`src/hdl/bfpa_pkg.sv`:
```
`timescale 1ns / 1ps
`default_nettype none
// ----------------------------------------------------------------------------
// bfpa_pkg
// Shared types and codes for the best-fit page allocator.
// ----------------------------------------------------------------------------
package bfpa_pkg;

    // One entry of the segment table
    typedef struct packed {
        logic [11:0] start;
        logic [12:0] len;
        logic        used;
    } t_seg;

    // Request kinds
    localparam logic REQ_ALLOC = 1'b0;
    localparam logic REQ_FREE  = 1'b1;

    // Result status codes
    localparam logic [1:0] ST_OK     = 2'd0;
    localparam logic [1:0] ST_BAD    = 2'd1;
    localparam logic [1:0] ST_NOROOM = 2'd2;

    // Reset value of the area limit register
    localparam logic [12:0] LIMIT_RESET = 13'd4096;

endpackage
`default_nettype wire

```
`src/hdl/bfpa_seg_ram.sv`:
```
`timescale 1ns / 1ps
`default_nettype none
// ----------------------------------------------------------------------------
// bfpa_seg_ram
// Segment table storage: one write port, one read port, registered read data.
// ----------------------------------------------------------------------------
module bfpa_seg_ram #(
    parameter int DEPTH = 32,
    parameter int IDX_W = 5
) (
    input  wire                  i_clk,
    input  wire                  i_we,
    input  wire [IDX_W-1:0]      i_waddr,
    input  wire bfpa_pkg::t_seg  i_wdata,
    input  wire                  i_re,
    input  wire [IDX_W-1:0]      i_raddr,
    output bfpa_pkg::t_seg       o_rdata
);

    bfpa_pkg::t_seg r_mem [DEPTH];
    bfpa_pkg::t_seg r_rdata;

    // Write port
    always_ff @(posedge i_clk) begin
        if (i_we) begin
            r_mem[i_waddr] <= i_wdata;
        end
    end

    // Read port, registered read data
    always_ff @(posedge i_clk) begin
        if (i_re) begin
            r_rdata <= r_mem[i_raddr];
        end
    end

    assign o_rdata = r_rdata;

endmodule
`default_nettype wire

```
`src/hdl/best_fit_page_allocator.sv`:
```
`timescale 1ns / 1ps
`default_nettype none
// A request scans the table when it is not empty and then decides; a split or a merge that
// moves entries shifts the table before the final writes. The table holds at most MAX_SEGMENTS.
// Throughput: one request at a time; the single read port of the segment table sets the
// pace of both the scan and the shift. The result register lets the next request in while
// a result waits. Reset (synchronous, active low) empties the table, sets the area end to 0
// and the limit to 4096; the table memory needs no clearing pass.
// ----------------------------------------------------------------------------
// best_fit_page_allocator
// Best-fit page allocator with coalescing over one growable page area.
// ----------------------------------------------------------------------------
module best_fit_page_allocator #(
    parameter int MAX_SEGMENTS = 32,
    parameter int AREA_PAGES   = 4096
) (
    input  wire         i_clk,
    input  wire         i_rst_n,
    // request stream
    input  wire         i_s_axis_tvalid,
    output logic        o_s_axis_tready,
    input  wire [31:0]  i_s_axis_tdata,   // [12:0] pages, [24:13] block_page
    input  wire         i_s_axis_tuser,   // [0] req_type
    // result stream
    output logic        o_m_axis_tvalid,
    input  wire         i_m_axis_tready,
    output logic [31:0] o_m_axis_tdata,   // [1:0] status, [13:2] granted_page, [26:14] end_page
    // limit register write
    input  wire         i_cfg_valid,
    output logic        o_cfg_ready,
    input  wire [12:0]  i_cfg_data        // area_limit_pages
);

    localparam int IDX_W = (MAX_SEGMENTS > 1) ? $clog2(MAX_SEGMENTS) : 1;
    localparam int CNT_W = $clog2(MAX_SEGMENTS + 1);
    localparam logic [CNT_W-1:0] MAX_CNT = CNT_W'(MAX_SEGMENTS);
    localparam logic [12:0] AREA_CAP = (AREA_PAGES > 4096) ? 13'd4096 : 13'(AREA_PAGES);

    localparam logic [2:0] S_IDLE   = 3'd0;
    localparam logic [2:0] S_SCAN   = 3'd1;
    localparam logic [2:0] S_DECIDE = 3'd2;
    localparam logic [2:0] S_SHIFT  = 3'd3;
    localparam logic [2:0] S_WR1    = 3'd4;
    localparam logic [2:0] S_WR2    = 3'd5;
    localparam logic [2:0] S_DONE   = 3'd6;

    logic [2:0]       r_state;
    logic [12:0]      r_limit;
    logic [CNT_W-1:0] r_total;
    logic [12:0]      r_area_end;

    // request
    logic        r_req;
    logic [12:0] r_count;
    logic [11:0] r_page;

    // scan results
    logic [IDX_W-1:0] r_addr;
    logic             r_hit_found;
    logic [IDX_W-1:0] r_hit_idx;
    bfpa_pkg::t_seg   r_hit_ent;
    logic             r_bs_found;
    logic [IDX_W-1:0] r_bs_idx;
    bfpa_pkg::t_seg   r_bs_ent;
    bfpa_pkg::t_seg   r_prev;
    bfpa_pkg::t_seg   r_p_ent;
    bfpa_pkg::t_seg   r_n_ent;
    logic             r_n_want;

    // shift engine
    logic [IDX_W-1:0] r_src;
    logic [IDX_W-1:0] r_src_end;
    logic             r_dir_left;
    logic [1:0]       r_dist;
    logic             r_rd_done;
    logic             r_pend;
    logic [IDX_W-1:0] r_pend_dst;

    // final writes
    logic [IDX_W-1:0] r_w1_addr;
    bfpa_pkg::t_seg   r_w1_data;
    logic             r_w2_en;
    logic [IDX_W-1:0] r_w2_addr;
    bfpa_pkg::t_seg   r_w2_data;

    // result
    logic [1:0]  r_status;
    logic [11:0] r_granted;
    logic        r_out_valid;
    logic [31:0] r_out_data;

    // memory ports
    logic             w_we;
    logic [IDX_W-1:0] w_waddr;
    bfpa_pkg::t_seg   w_wdata;
    logic             w_re;
    logic [IDX_W-1:0] w_raddr;
    bfpa_pkg::t_seg   w_rd;

    logic             w_in_xfer;
    logic [IDX_W-1:0] w_last_idx;
    logic [12:0]      w_eff;
    logic [13:0]      w_grow_end;
    logic [13:0]      w_app_end;
    logic             w_p;
    logic             w_n;
    logic [IDX_W-1:0] w_m_idx;
    logic [11:0]      w_m_start;
    logic [12:0]      w_m_len;
    logic [1:0]       w_r;
    logic [CNT_W-1:0] w_after;
    logic [IDX_W-1:0] w_dst;

    assign w_in_xfer       = i_s_axis_tvalid && o_s_axis_tready;
    assign o_s_axis_tready = (r_state == S_IDLE);
    assign o_cfg_ready     = 1'b1;
    assign o_m_axis_tvalid = r_out_valid;
    assign o_m_axis_tdata  = r_out_data;

    assign w_last_idx = IDX_W'(r_total - 1'b1);
    assign w_eff      = (r_limit > AREA_CAP) ? AREA_CAP : r_limit;
    assign w_grow_end = {1'b0, r_area_end} + {1'b0, r_count} - {1'b0, r_prev.len};
    assign w_app_end  = {1'b0, r_area_end} + {1'b0, r_count};

    // Merge terms for a free
    assign w_p       = (r_hit_idx != '0) && !r_p_ent.used;
    assign w_n       = ((CNT_W'(r_hit_idx) + 1'b1) < r_total) && !r_n_ent.used;
    assign w_m_idx   = w_p ? (r_hit_idx - 1'b1) : r_hit_idx;
    assign w_m_start = w_p ? r_p_ent.start : r_hit_ent.start;
    assign w_m_len   = (w_p ? r_p_ent.len : 13'd0) + r_hit_ent.len
                     + (w_n ? r_n_ent.len : 13'd0);
    assign w_r       = {w_p & w_n, w_p ^ w_n};
    assign w_after   = CNT_W'(r_hit_idx) + CNT_W'(w_n) + 1'b1;
    assign w_dst     = r_dir_left ? (r_src - IDX_W'(r_dist)) : (r_src + 1'b1);

    bfpa_seg_ram #(
        .DEPTH (MAX_SEGMENTS),
        .IDX_W (IDX_W)
    ) u_ram (
        .i_clk   (i_clk),
        .i_we    (w_we),
        .i_waddr (w_waddr),
        .i_wdata (w_wdata),
        .i_re    (w_re),
        .i_raddr (w_raddr),
        .o_rdata (w_rd)
    );

    // Read port select
    always_comb begin
        w_re    = 1'b0;
        w_raddr = r_addr + 1'b1;
        case (r_state)
            S_IDLE: begin
                w_re    = w_in_xfer && (r_total != '0);
                w_raddr = '0;
            end
            S_SCAN: begin
                w_re    = (r_addr != w_last_idx);
                w_raddr = r_addr + 1'b1;
            end
            S_SHIFT: begin
                w_re    = !r_rd_done;
                w_raddr = r_src;
            end
            default: begin
                w_re = 1'b0;
            end
        endcase
    end

    // Write port select
    always_comb begin
        w_we    = 1'b0;
        w_waddr = r_w1_addr;
        w_wdata = r_w1_data;
        case (r_state)
            S_SHIFT: begin
                w_we    = r_pend;
                w_waddr = r_pend_dst;
                w_wdata = w_rd;
            end
            S_WR1: begin
                w_we = 1'b1;
            end
            S_WR2: begin
                w_we    = 1'b1;
                w_waddr = r_w2_addr;
                w_wdata = r_w2_data;
            end
            default: begin
                w_we = 1'b0;
            end
        endcase
    end

    // Limit register
    always_ff @(posedge i_clk) begin
        if (!i_rst_n) begin
            r_limit <= bfpa_pkg::LIMIT_RESET;
        end else if (i_cfg_valid) begin
            r_limit <= i_cfg_data;
        end
    end

    // Sequencer
    always_ff @(posedge i_clk) begin
        if (!i_rst_n) begin
            r_state     <= S_IDLE;
            r_total     <= '0;
            r_area_end  <= '0;
            r_out_valid <= 1'b0;
            r_pend      <= 1'b0;
            r_rd_done   <= 1'b0;
            r_n_want    <= 1'b0;
            r_hit_found <= 1'b0;
            r_bs_found  <= 1'b0;
            r_w2_en     <= 1'b0;
        end else begin
            // drop the result once transferred, unless a new one replaces it
            if (r_out_valid && i_m_axis_tready && (r_state != S_DONE)) begin
                r_out_valid <= 1'b0;
            end
            case (r_state)
                // take a request and start the scan
                S_IDLE: begin
                    if (w_in_xfer) begin
                        r_req       <= i_s_axis_tuser;
                        r_count     <= i_s_axis_tdata[12:0];
                        r_page      <= i_s_axis_tdata[24:13];
                        r_addr      <= '0;
                        r_hit_found <= 1'b0;
                        r_bs_found  <= 1'b0;
                        r_n_want    <= 1'b0;
                        r_w2_en     <= 1'b0;
                        r_granted   <= '0;
                        r_state     <= (r_total != '0) ? S_SCAN : S_DECIDE;
                    end
                end
                // examine one entry per cycle
                S_SCAN: begin
                    r_prev <= w_rd;
                    if (r_n_want) begin
                        r_n_ent  <= w_rd;
                        r_n_want <= 1'b0;
                    end
                    if (r_req == bfpa_pkg::REQ_ALLOC) begin
                        if (!r_hit_found && !w_rd.used && (w_rd.len == r_count)) begin
                            r_hit_found <= 1'b1;
                            r_hit_idx   <= r_addr;
                            r_hit_ent   <= w_rd;
                        end
                        if (!w_rd.used && (r_count < w_rd.len)
                            && (!r_bs_found || (w_rd.len < r_bs_ent.len))) begin
                            r_bs_found <= 1'b1;
                            r_bs_idx   <= r_addr;
                            r_bs_ent   <= w_rd;
                        end
                    end else begin
                        if (!r_hit_found && (w_rd.start == r_page)) begin
                            r_hit_found <= 1'b1;
                            r_hit_idx   <= r_addr;
                            r_hit_ent   <= w_rd;
                            r_p_ent     <= r_prev;
                            r_n_want    <= 1'b1;
                        end
                    end
                    if (r_addr == w_last_idx) begin
                        r_state <= S_DECIDE;
                    end else begin
                        r_addr <= r_addr + 1'b1;
                    end
                end
                // choose the action and set up the table updates
                S_DECIDE: begin
                    r_status  <= bfpa_pkg::ST_OK;
                    r_rd_done <= 1'b0;
                    r_pend    <= 1'b0;
                    r_state   <= S_WR1;
                    if (r_req == bfpa_pkg::REQ_ALLOC) begin
                        if (r_count == '0) begin
                            r_status <= bfpa_pkg::ST_BAD;
                            r_state  <= S_DONE;
                        end else if (r_hit_found) begin
                            r_w1_addr <= r_hit_idx;
                            r_w1_data <= '{start: r_hit_ent.start, len: r_hit_ent.len,
                                           used: 1'b1};
                            r_granted <= r_hit_ent.start;
                        end else if (r_bs_found) begin
                            if (r_total >= MAX_CNT) begin
                                r_status <= bfpa_pkg::ST_NOROOM;
                                r_state  <= S_DONE;
                            end else begin
                                r_w1_addr <= r_bs_idx;
                                r_w1_data <= '{start: r_bs_ent.start, len: r_count,
                                               used: 1'b1};
                                r_w2_en   <= 1'b1;
                                r_w2_addr <= r_bs_idx + 1'b1;
                                r_w2_data <= '{start: r_bs_ent.start + r_count[11:0],
                                               len: r_bs_ent.len - r_count, used: 1'b0};
                                r_granted <= r_bs_ent.start;
                                r_total   <= r_total + 1'b1;
                                r_src      <= w_last_idx;
                                r_src_end  <= r_bs_idx + 1'b1;
                                r_dir_left <= 1'b0;
                                r_dist     <= 2'd1;
                                if ((CNT_W'(r_bs_idx) + 1'b1) < r_total) begin
                                    r_state <= S_SHIFT;
                                end
                            end
                        end else if ((r_total != '0) && !r_prev.used) begin
                            if (w_grow_end > {1'b0, w_eff}) begin
                                r_status <= bfpa_pkg::ST_NOROOM;
                                r_state  <= S_DONE;
                            end else begin
                                r_w1_addr  <= w_last_idx;
                                r_w1_data  <= '{start: r_prev.start, len: r_count, used: 1'b1};
                                r_granted  <= r_prev.start;
                                r_area_end <= w_grow_end[12:0];
                            end
                        end else begin
                            if ((r_total >= MAX_CNT) || (w_app_end > {1'b0, w_eff})) begin
                                r_status <= bfpa_pkg::ST_NOROOM;
                                r_state  <= S_DONE;
                            end else begin
                                r_w1_addr  <= IDX_W'(r_total);
                                r_w1_data  <= '{start: r_area_end[11:0], len: r_count,
                                                used: 1'b1};
                                r_granted  <= r_area_end[11:0];
                                r_area_end <= w_app_end[12:0];
                                r_total    <= r_total + 1'b1;
                            end
                        end
                    end else begin
                        if (!r_hit_found) begin
                            r_status <= bfpa_pkg::ST_BAD;
                            r_state  <= S_DONE;
                        end else if (w_after == r_total) begin
                            // merged segment ends the area: prune it
                            r_total    <= r_total - CNT_W'(w_r) - 1'b1;
                            r_area_end <= {1'b0, w_m_start};
                            r_state    <= S_DONE;
                        end else begin
                            r_w1_addr  <= w_m_idx;
                            r_w1_data  <= '{start: w_m_start, len: w_m_len, used: 1'b0};
                            r_total    <= r_total - CNT_W'(w_r);
                            r_src      <= IDX_W'(w_after);
                            r_src_end  <= w_last_idx;
                            r_dir_left <= 1'b1;
                            r_dist     <= w_r;
                            if (w_r != 2'd0) begin
                                r_state <= S_SHIFT;
                            end
                        end
                    end
                end
                // move entries one per cycle, read and write overlapped
                S_SHIFT: begin
                    if (!r_rd_done) begin
                        r_pend     <= 1'b1;
                        r_pend_dst <= w_dst;
                        if (r_src == r_src_end) begin
                            r_rd_done <= 1'b1;
                        end else if (r_dir_left) begin
                            r_src <= r_src + 1'b1;
                        end else begin
                            r_src <= r_src - 1'b1;
                        end
                    end else begin
                        r_pend  <= 1'b0;
                        r_state <= S_WR1;
                    end
                end
                S_WR1: begin
                    r_state <= r_w2_en ? S_WR2 : S_DONE;
                end
                S_WR2: begin
                    r_state <= S_DONE;
                end
                // hand the result to the output register
                S_DONE: begin
                    if (!r_out_valid || i_m_axis_tready) begin
                        r_out_valid <= 1'b1;
                        r_out_data  <= {5'd0, r_area_end,
                                        (r_status == bfpa_pkg::ST_OK) ? r_granted : 12'd0,
                                        r_status};
                        r_state     <= S_IDLE;
                    end
                end
                default: begin
                    r_state <= S_IDLE;
                end
            endcase
        end
    end

endmodule
`default_nettype wire
```
`config.mk`:
```
export PLATFORM = sky130hd
export DESIGN_NAME = best_fit_page_allocator
export DESIGN_NICKNAME = d
export VERILOG_FILES = /design/src/hdl/bfpa_pkg.sv /design/src/hdl/bfpa_seg_ram.sv /design/src/hdl/best_fit_page_allocator.sv
export SDC_FILE = /design/constraint.sdc
export NUM_CORES = 2
export LEC_CHECK = 0
export ABC_AREA = 1
export BUFFER_PORTS_ARGS = -buffer_cell sky130_fd_sc_hd__clkbuf_2
export CAP_MARGIN = 20
export CORE_UTILIZATION = 45
export CTS_CLUSTER_SIZE = 14
export DETAILED_ROUTE_END_ITERATION = 8
export GPL_ROUTABILITY_DRIVEN = 0
export MAX_ROUTING_LAYER = met4
export SLEW_MARGIN = 20
export SYNTH_ARGS = -nofsm -noshare
export SYNTH_HDL_FRONTEND = slang
export SYNTH_SLANG_ARGS = --single-unit
```
`constraint.sdc`:
```
create_clock -name i_clk -period 9.7 [get_ports i_clk]
set_clock_uncertainty 0.1 [all_clocks]
set_input_delay 0.485 -clock i_clk [delete_from_list [all_inputs] [get_ports i_clk]]
set_output_delay 0.485 -clock i_clk [all_outputs]
set_load 0.02 [all_outputs]
```
# Yosys cells after proc, flatten, opt, wreduce, memory -nomap -nowiden
# Memory sizes are Yosys's and may differ from the RTL's. A register that Yosys moved wholly into a read port is not among the register bits.
# Cells that the tools add are included.
# word_totals
register_bits,319
ram_bits,832
in_bits,51
elab_cells,347
n_memories,1
# op_classes
addsub,20
magnitude_cmp,8
eq_ne,54
muxes,155
bitwise_logic,7
n_reduce_logical,57
# mem_list
name,depth,width,read_ports,rd_ports_with_merged_regs,wr,line_no,rtl
u_ram.r_mem,32,26,1,1,1,bfpa_seg_ram.sv:20,bfpa_pkg::t_seg r_mem [DEPTH];
# ops
operator,count
26-bit two-way mux,13
5-bit two-way mux,34
13-bit two-way mux,12
12-bit two-way mux,10
6-bit two-way mux,9
26-bit one-hot mux with 2 select lines,1
3-bit inequality test (second input constant),15
3-bit two-way mux,14
5-bit one-hot mux with 2 select lines,4
2-bit two-way mux,19
2-bit inequality test (second input constant),18
8-bit AND reduction,4
1-bit two-way mux,29
14-bit by 13-bit greater-than comparator with 1-bit output,2
4-bit AND reduction,7
13-bit adder,2
13-bit < comparator,2
12-bit one-hot mux with 2 select lines,1
3-bit one-hot mux with 7 select lines,1
7-bit AND reduction,3
5-bit by 1-bit adder with 5-bit output (second input constant),3
5-bit by 1-bit subtractor with 5-bit output (second input constant),3
13-bit by 13-bit adder with 14-bit output,1
1-bit one-hot mux with 2 select lines,7
40 further kinds,87

# Depth between registers and ports, before layout
# depth
depth_word,11
ltp_mapped,35
ltp_nobuf,35

# Modules after synthesis
# A second synthesis with hierarchy kept.
# hier_totals
cells_unflattened,4854
area_unflattened_um2,52844.4
# modules_own_cells
module,instances,cells_per_inst,area_per_inst_um2,seq_area_each_um2
bfpa_seg_ram,1,2882,34379.2,25764.7
best_fit_page_allocator,1,1972,18465.2,9158.8

# Least setup slack after synthesis
# OpenSTA, ideal clock, no wires.
# synth_path
path_kind,register to register
start,register r_count[0]
end,"register r_w1_addr[0], enable pin"
arrival_time_ps,6890
path_slack_ps,2213
path_stages_with_launch,28
path_buffers,0
period_less_slack_ps,7487
cell_sequence,edfxtp_1 > ha_1 > fa_1 > nand3_1 > nand2_1 > a21oi_1 > o21bai_1 > xor2_1 > inv_1 > ha_1 > nand2_1 > o21ai_0 > a21oi_1 > o21bai_1 > or2_2 > nand2_1 > inv_1 > ha_1 > nand2_1 > inv_1 > nand3_1 > nor2_1 > nand4_1 > nand2_1 > nand3_1 > a21oi_1 > o22ai_1 > nor4_1
# synth_between
elab_chain_cells,5
elab_cells_between_ends,10
classes_between,2 x add/sub; 2 x order compare; 3 x eq/ne; 3 x reduce/logical
# synth_rtl
element,line_no,rtl
"start, declared",best_fit_page_allocator.sv:54,logic [12:0] r_count;
"start signal, assigned",best_fit_page_allocator.sv:229,r_count <= i_s_axis_tdata[12:0];
13-bit by 13-bit adder with 14-bit output,"best_fit_page_allocator.sv:122, best_fit_page_allocator.sv:123",
14-bit by 13-bit subtractor with 14-bit output or 14-bit by 13-bit greater-than comparator with 1-bit output (tied branches),"best_fit_page_allocator.sv:122, best_fit_page_allocator.sv:322",
14-bit by 13-bit greater-than comparator with 1-bit output or 1-bit logical OR (tied branches),"best_fit_page_allocator.sv:312, best_fit_page_allocator.sv:322",
4-bit inequality test (no source line),--,
8-bit AND reduction (no source line) (*),--,
"end signal, assigned",best_fit_page_allocator.sv:316,r_w1_addr <= w_last_idx;
"end signal, assigned",best_fit_page_allocator.sv:326,r_w1_addr <= IDX_W'(r_total);
"end signal, assigned",best_fit_page_allocator.sv:344,r_w1_addr <= w_m_idx;
"end, declared",best_fit_page_allocator.sv:80,logic [IDX_W-1:0] r_w1_addr;
# Every way passes the cells marked *; elsewhere a longest branch is shown, timed or not.
# A chain may end at the register's enable or synchronous reset.

# Final worst setup path
# layout_path
start,register r_count[0]
end,"register r_w1_data[22] in the netlist's numbering, enable pin"
# layout_between
elab_chain_cells,5
elab_cells_between_ends,10
classes_between,2 x add/sub; 2 x order compare; 3 x eq/ne; 3 x reduce/logical
# layout_rtl
element,line_no,rtl
13-bit by 13-bit adder with 14-bit output,"best_fit_page_allocator.sv:122, best_fit_page_allocator.sv:123",
14-bit by 13-bit subtractor with 14-bit output or 14-bit by 13-bit greater-than comparator with 1-bit output (tied branches),"best_fit_page_allocator.sv:122, best_fit_page_allocator.sv:322",
14-bit by 13-bit greater-than comparator with 1-bit output or 1-bit logical OR (tied branches),"best_fit_page_allocator.sv:312, best_fit_page_allocator.sv:322",
4-bit inequality test (no source line),--,
8-bit AND reduction (no source line) (*),--,
"end signal, assigned",best_fit_page_allocator.sv:317,"r_w1_data <= '{start: r_prev.start, len: r_count, used: 1'b1};"
"end signal, assigned",best_fit_page_allocator.sv:327,"r_w1_data <= '{start: r_area_end[11:0], len: r_count,"
"end signal, assigned",best_fit_page_allocator.sv:345,"r_w1_data <= '{start: w_m_start, len: w_m_len, used: 1'b0};"
"end, declared",best_fit_page_allocator.sv:81,bfpa_pkg::t_seg r_w1_data;
# Marked as above.

==> results by group <==
Final layout
  – Fillers: 9894
  – Commonest non-fill, non-tap cell in the layout: edfxtp_1
  – Fin nets: 4601
  – Layout Area Growth over Synthesis: 12.73%
  – Most frequent cells in the layout: edfxtp_1, nor2_1, o21ai_0
  – Share of layout cells above drive strength 1: 9.348%
  – Final std cell area, no fill: 58340 sq um

Setup path
  – Reg2reg end: r_w1_data[22]
  – R2r startpoint: r_count[0]
  – Worst R2R Path Depth: 29
  – FF-to-FF setup slack: 3800 ps
  – WP data required: 9940 ps
  – Worst Path Max Fanout: 31
  – Cell mode on critical path: nand2_1
  – Critical Path AT: 6140 ps
  – Startpoint Class: register
  – CP peak stage delay: 570 ps
  – Critical path class: register to register
  – Critical Path End Type: register
  – Crit path max-delay cell type: edfxtp_1

STA
  – Fmax achieved: 169.5 MHz
  – Slew @ Worst Pin: 1144 ps
  – Final setup viols: 0
  – Fin. Hold Viols: 0
  – Slew Limit Fails: 0
  – Post-route setup slack: 3801 ps
  – Relative slew slack: 23.58%
  – Post-route setup TNS: 0 ps
  – Period Utilization, post-route: 60.81%
  – Hold Slack: 69.55 ps
  – RSZ-0062 raised after global routing: no
  – Period minus WS final: 5899 ps

Die
  – Core Region: 114200 sq um
  – Row Count: 124
  – Initial Util: 45.33%
  – I/O Pins: 86
  – Die X: 341.1 microns
  – Die Span Y: 341.1 microns
  – Die area: 116400 sq um

Synthesis
  – Async S/R FF share, synth: 0%
  – Register area share after synthesis: 67.47%
  – Register bit total from synthesis: 1177
  – Synth unique cells: 61
  – Yosys warnings: 0
  – Main synth FF type: edfxtp_1
  – Mapped Avg Cell Area: 12.05 sq um
  – EDFF count, synth: 1135
  – Area of the mapped netlist: 51760 sq um
  – Top cells by area, synth: edfxtp_1, nor2_1, o21ai_0
  – Cell accounting for the most synthesized area: edfxtp_1
  – Post-Synthesis Cells: 4297
  – Synth top area share: 65.85%

Place
  – Port bufs: 72
  – Dpl ws: 3913 ps
  – Dpl cell area: 54050 sq um
  – Post-DP HPWL: 82180 microns

Global route
  – First-pass GRT wire length: 207900 microns
  – GRT overflow: 0
  – Vias in the first global route: 33460
  – Initial antenna violation count: 2
  – GRT Total Usage: 24.53%
  – Largest net degree at the start of global routing: 166

Drt
  – Initial DRC count: 3552
  – First drt pass iteration count: 7
  – Routed wire length: 140200 microns
  – Drt drc: 0
  – Average wire per standard cell: 23.34 microns
  – Vias per std cell: 5.738
  – Vias: 34460
  – ANT nets after route: 0

CTS
  – PostCTS Resize Cnt: 0
  – Root buffer cell: clkbuf_16
  – TritonCTS Buffers: 118
  – Clock slew at reported path FFs: 60 ps
  – H-tree depth: 3
  – CTS tree: done
  – Post-CTS Setup Inserts: 0
  – CTS Buffer Depth: 3
  – Skew-Pair Late Insertion Delay: 720 ps
  – Sink Count: 1177

Min path
  – Hold depth: 2
  – Type of the tightest min-delay check: input port to register
  – Worst Hold Path EP: r_limit[12]
  – Hold path startpoint: i_cfg_valid

Run
  – Max-cap violations: 0

Power and ir drop
  – Sw Pwr: 6430 uW
  – Cell Int Power: 10410 uW
  – Switching Fraction: 38.17%
  – Maximum VDD drop: 0.0002155 V
  – Clock group share of total power: 26.9%
  – Total Power: 16840 uW
  – Sequential power share: 38.3%
  – Leakage: 0.02023 uW
  – Logic pwr share: 34.8%
  – Cell area power density: 288.7 nW/um^2

Outcome
  – Status: finished, final reports clean
[per-layer routing]
layer	global-route usage, %	up-vias	routed length [microns]
li1	-	15890	-
met1	32.76	17020	60490
met5	-	-	0
met3	3.916	276	9925
met2	37.94	1269	64900
met4	9.006	0	4872
[critical path: cells and delay by family (launching register included)]
kind,cells,cell delay (ps)
flops,1,570
simple gates,13,1490
compound gates,4,750
buf+inv,6,870
xor+xnor,2,360
fa+ha+maj,4,1380
[what timing repair did]
item | CTS | global route
setup endpoints to repair | 0 | 0
hold endpoints to repair | 40 | 0
hold buffers | 40 | 0
[layout make-up]
cell class	instances	area [sq um]	share of cell area (%)
Antenna cell	1	2.502	0.004289
Inverter	270	1027	1.761
Timing Repair Buffer	206	1663	2.850
Sequential cell	1177	34920	59.86
Multi-Input combinational cell	2619	15030	25.76
Clock buffer	142	3107	5.325
Clock inverter	79	700.7	1.201
Tap cell	1512	1892	3.242
[worst max path at each step]
stage / from / cells past startpoint / to
2_1_floorplan: r_count[0] / 27 / r_w1_addr[0]
3_3_place_gp: r_count[0] / 29 / r_w1_data[25]
3_5_place_dp: r_count[0] / 29 / r_w1_data[25]
4_1_cts: r_count[0] / 29 / r_w1_data[25]
5_1_grt: r_count[3] / 27 / r_w1_data[12]
6_report: r_count[0] / 29 / r_w1_data[22]
[state kept, by name, indices dropped and copies added, names as in the netlist, 12 cells and up]
name and cells:
r_limit 13, r_area_end 13, r_count 13, u_ram.o_rdata 26, r_n_ent 14, r_bs_ent 25
o_m_axis_tdata 27, r_hit_ent 25, r_granted 12, r_p_ent 26, u_ram.r_mem 832, r_w2_data 25
r_w1_data 26, r_page 12, r_prev 26
[cells by family after synthesis]
group / share of synthesized area, %
xor+xnor: 1.542
fa+ha+maj: 4.095
other cells: 0.01451
simple gates: 10.23
compound gates: 12.48
flops: 67.47
mux: 0.01934
buf+inv: 4.148
[synth_stat cells, types with 8 or more instances]
cell / instances
o211ai_1: 51
xnor2_1: 27
buf_6: 9
a22oi_1: 13
fa_1: 19
inv_1: 256
clkbuf_1: 116
a21oi_1: 117
o21bai_1: 8
o21ai_0: 473
a31oi_1: 37
a221oi_1: 16
dfxtp_1: 42
nand4_1: 18
o22ai_1: 34
nand2_1: 374
xor2_1: 61
nor2_2: 10
nor4_1: 8
o21ai_1: 87
o221ai_1: 184
buf_4: 24
buf_1: 11
nor2_1: 707
nand3_1: 148
edfxtp_1: 1135
ha_1: 139
buf_2: 74
nor3_1: 22
[stage by stage]
step / utilization, % / instances
after detailed placement: 47.33 / 5740
after floorplan: - / 4301
after CTS: 51.02 / 6001
final: 51.09 / 6006
after global placement: 47.21 / 5734
after global routing: 51.09 / 6006
[power groups by stage]
stage               Sequential, uW  Combinational (uW)  Clock, uW
floorplan                     6410                3970          0
global placement              6550                5690          0
detailed placement            6560                5760          0
CTS                           6450                5800       4580
global route                  6480                6480       4770
finish                        6460                5860       4530
Power figures use the tool's default switching activity.
